[config.mk]
export PLATFORM = sky130hd
export DESIGN_NAME = websocket_client_frame_deframer_unit_flat
export DESIGN_NICKNAME = d
export VERILOG_FILES = /design/src/hw/rtl/wsd_pkg.sv /design/src/hw/rtl/wsd_if.sv /design/src/hw/rtl/websocket_client_frame_deframer_unit.sv /design/src/hw/rtl/wsd_parser.sv /design/src/hw/rtl/wsd_rsp_fifo.sv /design/src/flat_wrapper.sv
export SDC_FILE = /design/constraint.sdc
export NUM_CORES = 1
export LEC_CHECK = 0
export BUFFER_PORTS_ARGS = -buffer_cell sky130_fd_sc_hd__buf_2
export CAP_MARGIN = 20
export CORE_UTILIZATION = 40
export CTS_CLUSTER_SIZE = 16
export DETAILED_ROUTE_END_ITERATION = 16
export MAX_ROUTING_LAYER = met4
export RECOVER_POWER = 50
export SYNTH_ARGS = -nofsm -noshare
export SYNTH_HDL_FRONTEND = slang
export SYNTH_HIERARCHICAL = 1
export SYNTH_SLANG_ARGS = --single-unit
[constraint.sdc]
create_clock -name clock -period 6.12 [get_ports clock]
set_input_delay 0.612 -clock clock [delete_from_list [all_inputs] [get_ports clock]]
set_output_delay 0.612 -clock clock [all_outputs]
set_load 0.02 [all_outputs]
[src/hw/rtl/wsd_pkg.sv]
// Shared types and constants for the WebSocket frame deframer.
`default_nettype none
package wsd_pkg;

   localparam int unsigned FIFO_DEPTH = 4;
   localparam int unsigned PTR_W = $clog2(FIFO_DEPTH);
   localparam int unsigned CNT_W = $clog2(FIFO_DEPTH + 1);

   localparam logic [6:0] LEN16_CODE = 7'd126;
   localparam logic [6:0] LEN64_CODE = 7'd127;
   localparam logic [3:0] EXT16_BYTES = 4'd2;
   localparam logic [3:0] EXT64_BYTES = 4'd8;
   localparam logic [3:0] KEY_BYTES = 4'd4;

   typedef enum logic [1:0] {
      KIND_PAYLOAD = 2'd0,
      KIND_EMPTY   = 2'd1,
      KIND_TRUNC   = 2'd2
   } kind_type;

   typedef enum logic [5:0] {
      PH_HDR0    = 6'b000001,
      PH_HDR1    = 6'b000010,
      PH_EXTLEN  = 6'b000100,
      PH_MASK    = 6'b001000,
      PH_PAYLOAD = 6'b010000,
      PH_DONE    = 6'b100000
   } phase_type;

   typedef struct packed {
      kind_type   kind;
      logic [7:0] data_byte;
      logic [3:0] frame_opcode_out;
      logic       final_fragment;
      logic       frame_end;
   } rsp_type;

   typedef struct packed {
      logic [1:0]         count;
      rsp_type [1:0]      items;
   } push_type;

endpackage
`default_nettype wire

[src/hw/rtl/wsd_if.sv]
// Valid/ready channel interfaces for the deframer request and result streams.
`default_nettype none
interface wsd_req_if;
   logic       valid;
   logic       ready;
   logic [7:0] rx_byte;
   logic       buffer_end;

   modport source(output valid, output rx_byte, output buffer_end, input ready);
   modport sink(input valid, input rx_byte, input buffer_end, output ready);
endinterface

interface wsd_rsp_if;
   logic       valid;
   logic       ready;
   logic [1:0] kind;
   logic [7:0] data_byte;
   logic [3:0] frame_opcode_out;
   logic       final_fragment;
   logic       frame_end;

   modport source(output valid, output kind, output data_byte, output frame_opcode_out,
                  output final_fragment, output frame_end, input ready);
   modport sink(input valid, input kind, input data_byte, input frame_opcode_out,
                input final_fragment, input frame_end, output ready);
endinterface
`default_nettype wire

[src/hw/rtl/websocket_client_frame_deframer_unit.sv]
// WebSocket receive-side frame deframer top level.
//
// The req_if channel takes one byte of a received buffer per request, with
// buffer_end marking the buffer's last byte. The rsp_if channel returns
// payload bytes unmasked with the frame's key, an empty-frame marker, or a
// truncation error when a buffer ends before its frame is complete.
// Each request passes through an input register and then through the parser,
// which writes zero, one or two results into a four-entry result queue.
// The results of a request are presented on rsp_if only after the request
// has been registered in the input register and its results in the queue.
// Throughput is one request per cycle while the receiver keeps up; a request
// that yields two results sends them out one at a time. The parser advances
// only when the queue has room for two results, so a stalled receiver backs
// up into the input register and then drops req_if.ready; nothing is lost.
// Reset empties the queue and the input register and leaves the parser
// waiting for the first header byte of a frame.
`default_nettype none
module websocket_client_frame_deframer_unit (
   input  wire logic  clock,
   input  wire logic  reset,
   wsd_req_if.sink    req_if,
   wsd_rsp_if.source  rsp_if
);
   import wsd_pkg::*;

   logic       in_valid_ff, in_valid_in;
   logic [7:0] in_byte_ff;
   logic       in_last_ff;
   logic       room;
   logic       fire;
   logic       take;
   push_type   push;

   assign fire          = in_valid_ff && room;
   assign req_if.ready  = !in_valid_ff || fire;
   assign take          = req_if.valid && req_if.ready;
   assign in_valid_in   = take || (in_valid_ff && !fire);

   always_ff @(posedge clock) begin
      if (reset) begin
         in_valid_ff <= 1'b0;
      end else begin
         in_valid_ff <= in_valid_in;
      end
   end

   always_ff @(posedge clock) begin
      if (take) begin
         in_byte_ff <= req_if.rx_byte;
         in_last_ff <= req_if.buffer_end;
      end
   end

   wsd_parser u_parser (
      .clock      (clock),
      .reset      (reset),
      .fire       (fire),
      .rx_byte    (in_byte_ff),
      .buffer_end (in_last_ff),
      .push       (push)
   );

   wsd_rsp_fifo u_rsp_fifo (
      .clock (clock),
      .reset (reset),
      .push  (push),
      .room  (room),
      .rsp   (rsp_if)
   );

   a_stall_holds: assert property (@(posedge clock) disable iff (reset)
      in_valid_ff && !room |=> in_valid_ff && in_byte_ff == $past(in_byte_ff))
      else $error("input register lost a request while stalled");

endmodule
`default_nettype wire

[src/hw/rtl/wsd_parser.sv]
// Frame header parser, payload unmasking and truncation detection for one byte per cycle while fire is high.
`default_nettype none
module wsd_parser (
   input  wire logic             clock,
   input  wire logic             reset,
   input  wire logic             fire,
   input  wire logic [7:0]       rx_byte,
   input  wire logic             buffer_end,
   output wsd_pkg::push_type     push
);
   import wsd_pkg::*;

   phase_type   phase_ff, phase_in;
   logic [3:0]  cnt_ff, cnt_in;
   logic [63:0] len_ff, len_in;
   logic [1:0]  pidx_ff, pidx_in;
   logic [7:0]  key_ff [4];
   logic [7:0]  key_in [4];
   logic        mask_en_ff, mask_en_in;
   logic [3:0]  op_ff, op_in;
   logic        fin_ff, fin_in;

   logic        hdr_done;
   logic        hdr_zero;
   logic        hdr_from_mask;
   logic        prim_valid;
   rsp_type     prim;
   rsp_type     trunc;
   logic [1:0]  kidx;
   logic [7:0]  unmasked;

   always_comb begin
      phase_in      = phase_ff;
      cnt_in        = cnt_ff;
      len_in        = len_ff;
      pidx_in       = pidx_ff;
      key_in        = key_ff;
      mask_en_in    = mask_en_ff;
      op_in         = op_ff;
      fin_in        = fin_ff;
      hdr_done      = 1'b0;
      hdr_zero      = 1'b0;
      hdr_from_mask = 1'b0;
      prim_valid    = 1'b0;
      prim          = '0;
      trunc         = '0;
      kidx          = 2'd0 - cnt_ff[1:0];
      unmasked      = rx_byte ^ (mask_en_ff ? key_ff[pidx_ff] : 8'h00);
      push          = '0;

      if (fire) begin
         case (phase_ff)
            PH_HDR0: begin
               fin_in   = rx_byte[7];
               op_in    = rx_byte[3:0];
               phase_in = PH_HDR1;
            end
            PH_HDR1: begin
               mask_en_in = rx_byte[7];
               len_in     = '0;
               if (rx_byte[6:0] == LEN16_CODE) begin
                  cnt_in   = EXT16_BYTES;
                  phase_in = PH_EXTLEN;
               end else if (rx_byte[6:0] == LEN64_CODE) begin
                  cnt_in   = EXT64_BYTES;
                  phase_in = PH_EXTLEN;
               end else begin
                  len_in   = {57'd0, rx_byte[6:0]};
                  hdr_done = 1'b1;
                  hdr_zero = (rx_byte[6:0] == 7'd0);
               end
            end
            PH_EXTLEN: begin
               len_in = {len_ff[55:0], rx_byte};
               cnt_in = cnt_ff - 4'd1;
               if (cnt_ff == 4'd1) begin
                  hdr_done = 1'b1;
                  hdr_zero = (len_in == 64'd0);
               end
            end
            PH_MASK: begin
               key_in[kidx] = rx_byte;
               cnt_in       = cnt_ff - 4'd1;
               if (cnt_ff == 4'd1) begin
                  hdr_done      = 1'b1;
                  hdr_from_mask = 1'b1;
                  hdr_zero      = (len_ff == 64'd0);
               end
            end
            PH_PAYLOAD: begin
               pidx_in               = pidx_ff + 2'd1;
               len_in                = len_ff - 64'd1;
               prim_valid            = 1'b1;
               prim.kind             = KIND_PAYLOAD;
               prim.data_byte        = unmasked;
               prim.frame_opcode_out = op_ff;
               prim.final_fragment   = fin_ff;
               prim.frame_end        = (len_ff == 64'd1);
               if (len_ff == 64'd1) begin
                  phase_in = PH_DONE;
               end
            end
            default: begin
            end
         endcase

         if (hdr_done) begin
            pidx_in = 2'd0;
            if (mask_en_in && !hdr_from_mask) begin
               cnt_in   = KEY_BYTES;
               phase_in = PH_MASK;
            end else if (hdr_zero) begin
               prim_valid            = 1'b1;
               prim.kind             = KIND_EMPTY;
               prim.frame_opcode_out = op_in;
               prim.final_fragment   = fin_in;
               prim.frame_end        = 1'b1;
               phase_in              = PH_DONE;
            end else begin
               phase_in = PH_PAYLOAD;
            end
         end

         trunc.kind             = KIND_TRUNC;
         trunc.frame_opcode_out = op_in;
         trunc.final_fragment   = fin_in;

         if (buffer_end && phase_in != PH_DONE) begin
            push.count    = prim_valid ? 2'd2 : 2'd1;
            push.items[0] = prim_valid ? prim : trunc;
            push.items[1] = trunc;
         end else if (prim_valid) begin
            push.count    = 2'd1;
            push.items[0] = prim;
         end

         // The end of a buffer always returns the parser to its idle state.
         if (buffer_end) begin
            phase_in   = PH_HDR0;
            cnt_in     = '0;
            len_in     = '0;
            pidx_in    = '0;
            key_in     = '{default: 8'h00};
            mask_en_in = 1'b0;
            op_in      = '0;
            fin_in     = 1'b0;
         end
      end
   end

   always_ff @(posedge clock) begin
      if (reset) begin
         phase_ff   <= PH_HDR0;
         cnt_ff     <= '0;
         len_ff     <= '0;
         pidx_ff    <= '0;
         key_ff     <= '{default: 8'h00};
         mask_en_ff <= 1'b0;
         op_ff      <= '0;
         fin_ff     <= 1'b0;
      end else begin
         phase_ff   <= phase_in;
         cnt_ff     <= cnt_in;
         len_ff     <= len_in;
         pidx_ff    <= pidx_in;
         key_ff     <= key_in;
         mask_en_ff <= mask_en_in;
         op_ff      <= op_in;
         fin_ff     <= fin_in;
      end
   end

   a_no_push_idle: assert property (@(posedge clock) disable iff (reset)
      !fire |-> push.count == 2'd0)
      else $error("parser pushed results without an input byte");

   a_pair_ends_trunc: assert property (@(posedge clock) disable iff (reset)
      push.count == 2'd2 |-> push.items[1].kind == KIND_TRUNC && buffer_end)
      else $error("second result of a byte is not a truncation at buffer end");

   a_buffer_end_resets: assert property (@(posedge clock) disable iff (reset)
      fire && buffer_end |=> phase_ff == PH_HDR0 && !mask_en_ff)
      else $error("parser did not return to idle after buffer end");

endmodule
`default_nettype wire

[src/hw/rtl/wsd_rsp_fifo.sv]
// Four-entry result queue that takes up to two results per cycle and hands out one.
`default_nettype none
module wsd_rsp_fifo (
   input  wire logic             clock,
   input  wire logic             reset,
   input  wire wsd_pkg::push_type push,
   output logic                  room,
   wsd_rsp_if.source             rsp
);
   import wsd_pkg::*;

   rsp_type           mem_ff [FIFO_DEPTH];
   logic [PTR_W-1:0]  wr_ptr_ff, wr_ptr_in;
   logic [PTR_W-1:0]  rd_ptr_ff, rd_ptr_in;
   logic [CNT_W-1:0]  count_ff, count_in;
   logic              pop;
   rsp_type           head;

   assign head  = mem_ff[rd_ptr_ff];
   assign pop   = rsp.valid && rsp.ready;
   assign room  = (count_ff <= CNT_W'(FIFO_DEPTH - 2));

   assign rsp.valid            = (count_ff != '0);
   assign rsp.kind             = head.kind;
   assign rsp.data_byte        = head.data_byte;
   assign rsp.frame_opcode_out = head.frame_opcode_out;
   assign rsp.final_fragment   = head.final_fragment;
   assign rsp.frame_end        = head.frame_end;

   always_comb begin
      wr_ptr_in = wr_ptr_ff + PTR_W'(push.count);
      rd_ptr_in = rd_ptr_ff + PTR_W'(pop);
      count_in  = count_ff + CNT_W'(push.count) - CNT_W'(pop);
   end

   always_ff @(posedge clock) begin
      if (push.count != 2'd0) begin
         mem_ff[wr_ptr_ff] <= push.items[0];
      end
      if (push.count == 2'd2) begin
         mem_ff[wr_ptr_ff + PTR_W'(1)] <= push.items[1];
      end
   end

   always_ff @(posedge clock) begin
      if (reset) begin
         wr_ptr_ff <= '0;
         rd_ptr_ff <= '0;
         count_ff  <= '0;
      end else begin
         wr_ptr_ff <= wr_ptr_in;
         rd_ptr_ff <= rd_ptr_in;
         count_ff  <= count_in;
      end
   end

   a_no_overflow: assert property (@(posedge clock) disable iff (reset)
      push.count != 2'd0 |-> room)
      else $error("result queue written without room");

   a_count_bound: assert property (@(posedge clock) disable iff (reset)
      count_ff <= CNT_W'(FIFO_DEPTH))
      else $error("result queue count out of range");

   a_pop_only: assert property (@(posedge clock) disable iff (reset)
      pop && push.count == 2'd0 |=> count_ff == $past(count_ff) - CNT_W'(1))
      else $error("result queue count did not drop after a lone read");

endmodule
`default_nettype wire

[src/flat_wrapper.sv]
// flat-port wrapper written by rule: the top's interface ports become plain ports
module websocket_client_frame_deframer_unit_flat import wsd_pkg::*;
  (clock, reset, req_if_valid, req_if_rx_byte, req_if_buffer_end, req_if_ready, rsp_if_valid, rsp_if_kind, rsp_if_data_byte, rsp_if_frame_opcode_out, rsp_if_final_fragment, rsp_if_frame_end, rsp_if_ready);
  wsd_req_if req_if_i ();
  wsd_rsp_if rsp_if_i ();
  input  wire logic clock;
  input  wire logic reset;
  input wire logic [$bits(req_if_i.valid)-1:0] req_if_valid;
  input wire logic [$bits(req_if_i.rx_byte)-1:0] req_if_rx_byte;
  input wire logic [$bits(req_if_i.buffer_end)-1:0] req_if_buffer_end;
  output wire logic [$bits(req_if_i.ready)-1:0] req_if_ready;
  output wire logic [$bits(rsp_if_i.valid)-1:0] rsp_if_valid;
  output wire logic [$bits(rsp_if_i.kind)-1:0] rsp_if_kind;
  output wire logic [$bits(rsp_if_i.data_byte)-1:0] rsp_if_data_byte;
  output wire logic [$bits(rsp_if_i.frame_opcode_out)-1:0] rsp_if_frame_opcode_out;
  output wire logic [$bits(rsp_if_i.final_fragment)-1:0] rsp_if_final_fragment;
  output wire logic [$bits(rsp_if_i.frame_end)-1:0] rsp_if_frame_end;
  input wire logic [$bits(rsp_if_i.ready)-1:0] rsp_if_ready;
  assign req_if_i.valid = req_if_valid;
  assign req_if_i.rx_byte = req_if_rx_byte;
  assign req_if_i.buffer_end = req_if_buffer_end;
  assign req_if_ready = req_if_i.ready;
  assign rsp_if_valid = rsp_if_i.valid;
  assign rsp_if_kind = rsp_if_i.kind;
  assign rsp_if_data_byte = rsp_if_i.data_byte;
  assign rsp_if_frame_opcode_out = rsp_if_i.frame_opcode_out;
  assign rsp_if_final_fragment = rsp_if_i.final_fragment;
  assign rsp_if_frame_end = rsp_if_i.frame_end;
  assign rsp_if_i.ready = rsp_if_ready;
  websocket_client_frame_deframer_unit u_core (.clock(clock), .reset(reset), .req_if(req_if_i), .rsp_if(rsp_if_i));
endmodule
Word level (Yosys, flattened, before mapping)
Memories as Yosys holds them, arrays and structs flattened. A register that Yosys moved wholly into a read port is not among the register bits.
Index checks and enable logic that the tools add are counted.
Widths: inputs -> output; s select.
{"block": "word_totals", "wordCells": 145, "ram_bits": 64, "memories": 1, "reg_bits": 131, "output_inout_bits": 18}
{"name": "u_core.u_rsp_fifo.mem_ff", "depth": 4, "width": 16, "read_ports": 1, "rd_ports_with_merged_regs": 1, "write_ports": 2, "line_no": "wsd_rsp_fifo.sv:12", "text": "rsp_type mem_ff [FIFO_DEPTH];"}
{"block": "op_classes", "n_eq_ne": 11, "n_bitwise": 3, "n_addsub": 9, "mux": 76, "n_reduce_logical": 24, "magnitude_cmp": 4}
{"cell": "$pmux 64 s3", "n": 1}
{"cell": "$logic_not 64->1", "n": 2}
{"cell": "$mux 6", "n": 11}
{"cell": "$eq 64x1->1 const B", "n": 1}
{"cell": "$mux 16", "n": 4}
{"cell": "$mux 32", "n": 2}
{"cell": "$mux 64", "n": 1}
{"cell": "$sub 64x1->64 const B", "n": 1}
{"cell": "$mux 34", "n": 1}
{"cell": "$bwmux 32", "n": 1}
{"cell": "$mux 8", "n": 4}
{"cell": "$mux 4", "n": 7}
{"cell": "$mux 1", "n": 26}
{"cell": "$mux 2", "n": 9}
{"cell": "$pmux 6 s3", "n": 1}
{"cell": "$bmux 8 s2", "n": 1}
{"cell": "$demux 8 s2", "n": 1}
{"cell": "$eq 7x7->1 const B", "n": 2}
{"cell": "$mux 14", "n": 1}
{"cell": "$mux 7", "n": 2}
{"cell": "$pmux 4 s2", "n": 1}
{"cell": "$xor 8x8->8", "n": 1}
{"cell": "$logic_and 1x1->1", "n": 7}
{"cell": "$logic_not 7->1", "n": 1}
{"cell": "other kinds (28)", "n": 38}

Longest topological paths before layout
{"block": "logic_depth", "word_depth": 16, "ltp_mapped": 18, "ltp_nobuf": 17}

Cells and area by module
The synthesis kept the hierarchy.
{"module": "wsd_parser", "area_per_inst_um2": 6949.2, "n_inst": 1, "cells_per_inst": 910}
{"module": "wsd_rsp_fifo", "area_per_inst_um2": 3641.0, "n_inst": 1, "cells_per_inst": 205}
{"module": "websocket_client_frame_deframer_unit", "area_per_inst_um2": 332.8, "n_inst": 1, "cells_per_inst": 15}

Worst setup path before layout
OpenSTA, ideal clock, no wires.
{"block": "synth_timing", "kind": "flip-flop to flip-flop", "from": "reg u_core.u_parser.len_ff[4]", "to": "mem u_core/u_rsp_fifo/mem_ff[2][0] (netlist name), enable pin", "setup_slack_ns": 1.574, "path_buffers": 2, "setup_ns": 0.394, "required_ns": 5.726, "arrival_ns": 4.151, "path_stages_with_launch": 14, "path_cell_list": "dfxtp_1 > or4_1 > buf_2 > or4_4 > nor3_2 > o2bb2ai_1 > a21oi_1 > nor3_1 > nor2_1 > ha_1 > and2_1 > buf_6 > or3b_2 > a21oi_1"}
{"element": "from (decl)", "line_no": "wsd_parser.sv:15", "text": "logic [63:0] len_ff, len_in;"}
{"element": "from (signal assigned)", "line_no": "wsd_parser.sv:164", "text": "len_ff <= len_in;"}
{"element": "to (decl)", "line_no": "wsd_rsp_fifo.sv:12"}

Worst setup path after layout
{"block": "layout_timing", "from": "reg u_core.u_parser.phase_ff[4]", "to": "reg u_core.u_parser.len_ff[47]"}
{"block": "layout_via", "elab_chain_len": 3}
{"element": "from (decl)", "line_no": "wsd_parser.sv:13", "text": "phase_type phase_ff, phase_in;"}
{"element": "from (signal assigned)", "line_no": "wsd_parser.sv:162", "text": "phase_ff <= phase_in;"}
{"element": "$eq 6x5->1 (tied with other cells)", "line_no": "wsd_parser.sv:52", "text": "case (phase_ff)"}
{"element": "$pmux 64 s3 / $reduce_bool 4->1 (equally long branches)"}
{"element": "$mux 64 / $reduce_and 2->1 (equally long branches)"}
Parallel ways exist; a longest one is shown, timed or not.
A chain may end at the register's enable or synchronous reset.

==> results.toml <==
[cts]
cts_tree = "yes"
path_clk_slew_ns = 0.08
cts.sinks = 195
clock_path_buffers = 2
cts-buffers-inserted = 17
cts-root-buf = "clkbuf_16"
hold_buffers = 0
clock_latency_ns = 0.45
cts_setup_buffers = 0
cts_resized = 0
htreeDepth = 4

[job]
max-cap-violations = 4

[outcome]
status = "finished, violations left"
failed_checks = "capacitance limit, slew limit"

[yosys]
yosys_warnings = 6
synth_flop_cell = "dfxtp_1"
synth-edff-count = 73
synthCells = 1130
synth-seq-cells = 195
syn-cell-area_sq_mm = 0.01092
syn_area_per_cell_sq_um = 9.666
synthArstFlopShare_pct = 0
seq_area_frac_synth_pct = 42.43
synth.distinct_cells = 84

[setup_path]
critPathArrivalTime_ns = 5.58
worstSetupPathType = "reg -> reg"
critPathBufInv = 2
rrSetupSlack_ns = 0.90
r2r_end = "u_core/u_parser/len_ff[47]"
required_ns = 6.47
endpoint_kind = "register"
path_delay_family = "buffers and inverters"
r2r_cells = 8
cpPeakStageDelay_ns = 1.76
worstPathMaxFanout = 50
cp_slowest_cell = "clkbuf_1"
worst_setup_path_start_kind = "register"
r2r-start = "u_core/u_parser/phase_ff[4]"
path_cells = "nor4_1, and2_0, clkbuf_1, o41ai_1, clkbuf_1, nor2b_1, o21ai_0, o21ai_0"

[die]
start_util_pct = 40.64
core_sq_mm = 0.02688
dieArea_sq_mm = 0.02797
die_w_microns = 167.3
die_h_microns = 167.3
pin_count = 31
row_count = 60

[sta]
max_freq_mhz = 191.4
worst_slack_ns = 0.8953
rsz0062_at_grt = "no"
fin_crit_ns = 5.225
maxSlewViolCount = 208
setup_violations = 0
slew_headroom_pct = -86.98
finalClockSkew_ns = 0.01796
finalSetupTns_ns = 0
timing.final.crit_share_pct = 85.37
hold_viol_final = 0
worst_pin_slew_ns = 2.805

[cells_and_area]
layout.nets = 1138
final_cells = 1465
area_growth_pct = 7.571
final_util_pct = 43.72
drive_gt1_share_pct = 15.12
antenna_cells = 0

[route]
first_pass_iters = 8
postRouteAntennaNets = 0
finalWirelength_mm = 28.87
via_per_inst = 5.872
wl_per_cell_microns = 19.70
drtIter0Drc = 736
vias = 8603
drc = 0

[placement]
dp_hpwl_mm = 18.99
dp.cells = 1432
numPortBuffers = 30
pre_cts_slack_ns = 1.355
place_congestion = 0.8727

[global_route]
busiest_layer = "met2"
grt_max_degree = 64
grt_use_met2_pct = 34.58
grt_pass1_vias = 8329
grt_pass1_wl_mm = 46.02
antenna_found_initial = 1
use_met3_pct = 3.049
gr-usage-met1_pct = 27.13
track_usage_pct = 21.35
globalRouteOverflowTotal = 0

[hold_path]
hold_end = "u_core/in_last_ff"
holdPathStages = 1
hold_class = "in -> reg"
min_from = "req_if_buffer_end"

[pwr]
p_leak_nw = 4.201
power.density_mw_per_mm2 = 252.4
peakVddDrop_v = 0.0001341
power_mw = 2.966
[worst reg2reg max path: stages (launching register included)]
cell and delay, ns:
dfxtp_1 0.47, nor4_1 0.16, and2_0 0.18, clkbuf_1 0.79, o41ai_1 0.56, clkbuf_1 1.76, nor2b_1 0.89, o21ai_0 0.21
o21ai_0 0.13
[layout make-up]
cell class                 instances  area (sq um)
multi-input combinational        836          5821
fill                            2618         15130
clock buffer                      18         429.2
clock inverter                    14         161.4
timing repair buffer              43         210.2
tap                              341         426.7
inverter                          18         67.56
sequential                       195          4634
[worst max path at each step]
| stage | cells after the start | slack, ns | to | startpoint |
|---|---|---|---|---|
| floorplan | 13 | 1.57 | u_core/u_rsp_fifo/mem_ff[2][0] | u_core/u_parser/len_ff[4] |
| global placement | 12 | 1.47 | u_core/u_rsp_fifo/mem_ff[1][4] | u_core/u_parser/len_ff[4] |
| detailed placement | 12 | 1.35 | u_core/u_rsp_fifo/mem_ff[1][4] | u_core/u_parser/len_ff[4] |
| CTS | 12 | 1.36 | u_core/u_rsp_fifo/mem_ff[1][4] | u_core/u_parser/len_ff[4] |
| global route | 9 | 0.53 | u_core/u_parser/len_ff[37] | u_core/u_parser/phase_ff[4] |
| finish | 8 | 0.90 | u_core/u_parser/len_ff[47] | u_core/u_parser/phase_ff[4] |
[cells in the mapped netlist (all sizes together), types with 7 or more instances]
| master | number | share of area [%] |
|---|---|---|
| a22oi | 74 | 5.1 |
| edfxtp | 73 | 20 |
| and3 | 7 | 0.45 |
| nand2 | 81 | 2.8 |
| nor3 | 26 | 1.3 |
| nand3 | 20 | 0.96 |
| a32oi | 7 | 0.56 |
| a22o | 10 | 0.80 |
| buf | 31 | 1.9 |
| inv | 18 | 0.62 |
| nor4 | 21 | 1.6 |
| dfxtp | 122 | 22 |
| xnor2 | 21 | 1.7 |
| nor2b | 11 | 0.63 |
| mux2 | 67 | 7.3 |
| or3 | 10 | 0.57 |
| ha | 13 | 1.5 |
| a21oi | 57 | 2.7 |
| and2 | 15 | 0.89 |
| nor2 | 161 | 5.5 |
| o31ai | 7 | 0.61 |
| clkbuf | 59 | 2.0 |
| nand4 | 7 | 0.46 |
| o21ai | 74 | 3.4 |
| or4 | 15 | 1.1 |
| mux4 | 24 | 4.9 |
| xor2 | 20 | 1.6 |
[power breakdown]
group	leakage, nW	switching (mW)	internal (mW)
combinational	2.30	0.244	0.157
clock	0.289	0.556	0.583
sequential	1.61	0.0490	1.38
total	4.20	0.849	2.12
[registers in the layout (all words and copies together) (netlist names)]
signal	flops
u_core/u_rsp_fifo/rd_ptr_ff	2
u_core/u_parser/op_ff	4
u_core/u_rsp_fifo/count_ff	3
u_core/u_parser/phase_ff	6
u_core/u_parser/cnt_ff	4
u_core/u_parser/mask_en_ff	1
u_core/in_byte_ff	8
u_core/u_parser/len_ff	64
u_core/u_rsp_fifo/wr_ptr_ff	2
u_core/u_rsp_fifo/mem_ff	64
u_core/u_parser/pidx_ff	2
u_core/in_valid_ff	1
u_core/in_last_ff	1
u_core/u_parser/key_ff	32
u_core/u_parser/fin_ff	1
[cell families after synthesis]
group	synth area share, %
muxes	12.57
and+or+nand+nor	18.76
DFF	42.43
AOI/OAI and AO/OA	16.24
other	0.03433
adders and majority gates	1.672
buffers and inverters	4.593
xor gates and xnor gates	3.700
[per-stage QoR]
stage / area (sq um) / hold slack (ns)
detailed placement: 11210 / 0.4779
finish: 11750 / 0.3526
CTS: 11800 / 0.3464
global route: 11750 / 0.3455
floorplan: 10960 / 0.4483
global placement: 11210 / 0.4730
[cells in the final DEF, fill, tap and decap left out, types with 5 or more instances in the layout]
cell type	count
a222oi_1	5
o31ai_1	6
nor3_1	24
o22ai_1	6
or4_1	12
a32oi_1	7
conb_1	10
and2_1	12
nand2_1	81
clkbuf_16	17
clkbuf_1	31
nand3_1	19
or3_1	10
a22oi_1	74
buf_4	9
nor2_1	161
mux4_2	24
inv_1	18
and3_1	6
xnor2_1	21
nor4_1	16
dfxtp_1	122
ha_1	13
mux2_4	10
o21ai_0	70
xor2_1	20
a31oi_1	5
nand4_1	6
nand2b_1	6
edfxtp_1	73
mux2_2	57
a21oi_1	53
a22o_1	10
nor2b_1	11
[metal layers]
metal  vias to the layer above  part of all wire (%)
met5                         -                     0
met4                         0                   2.3
li1                       4116                     -
met3                        42                   4.7
met1                      4188                    46
met2                       257                    47
(Power assumes the default switching activity.)
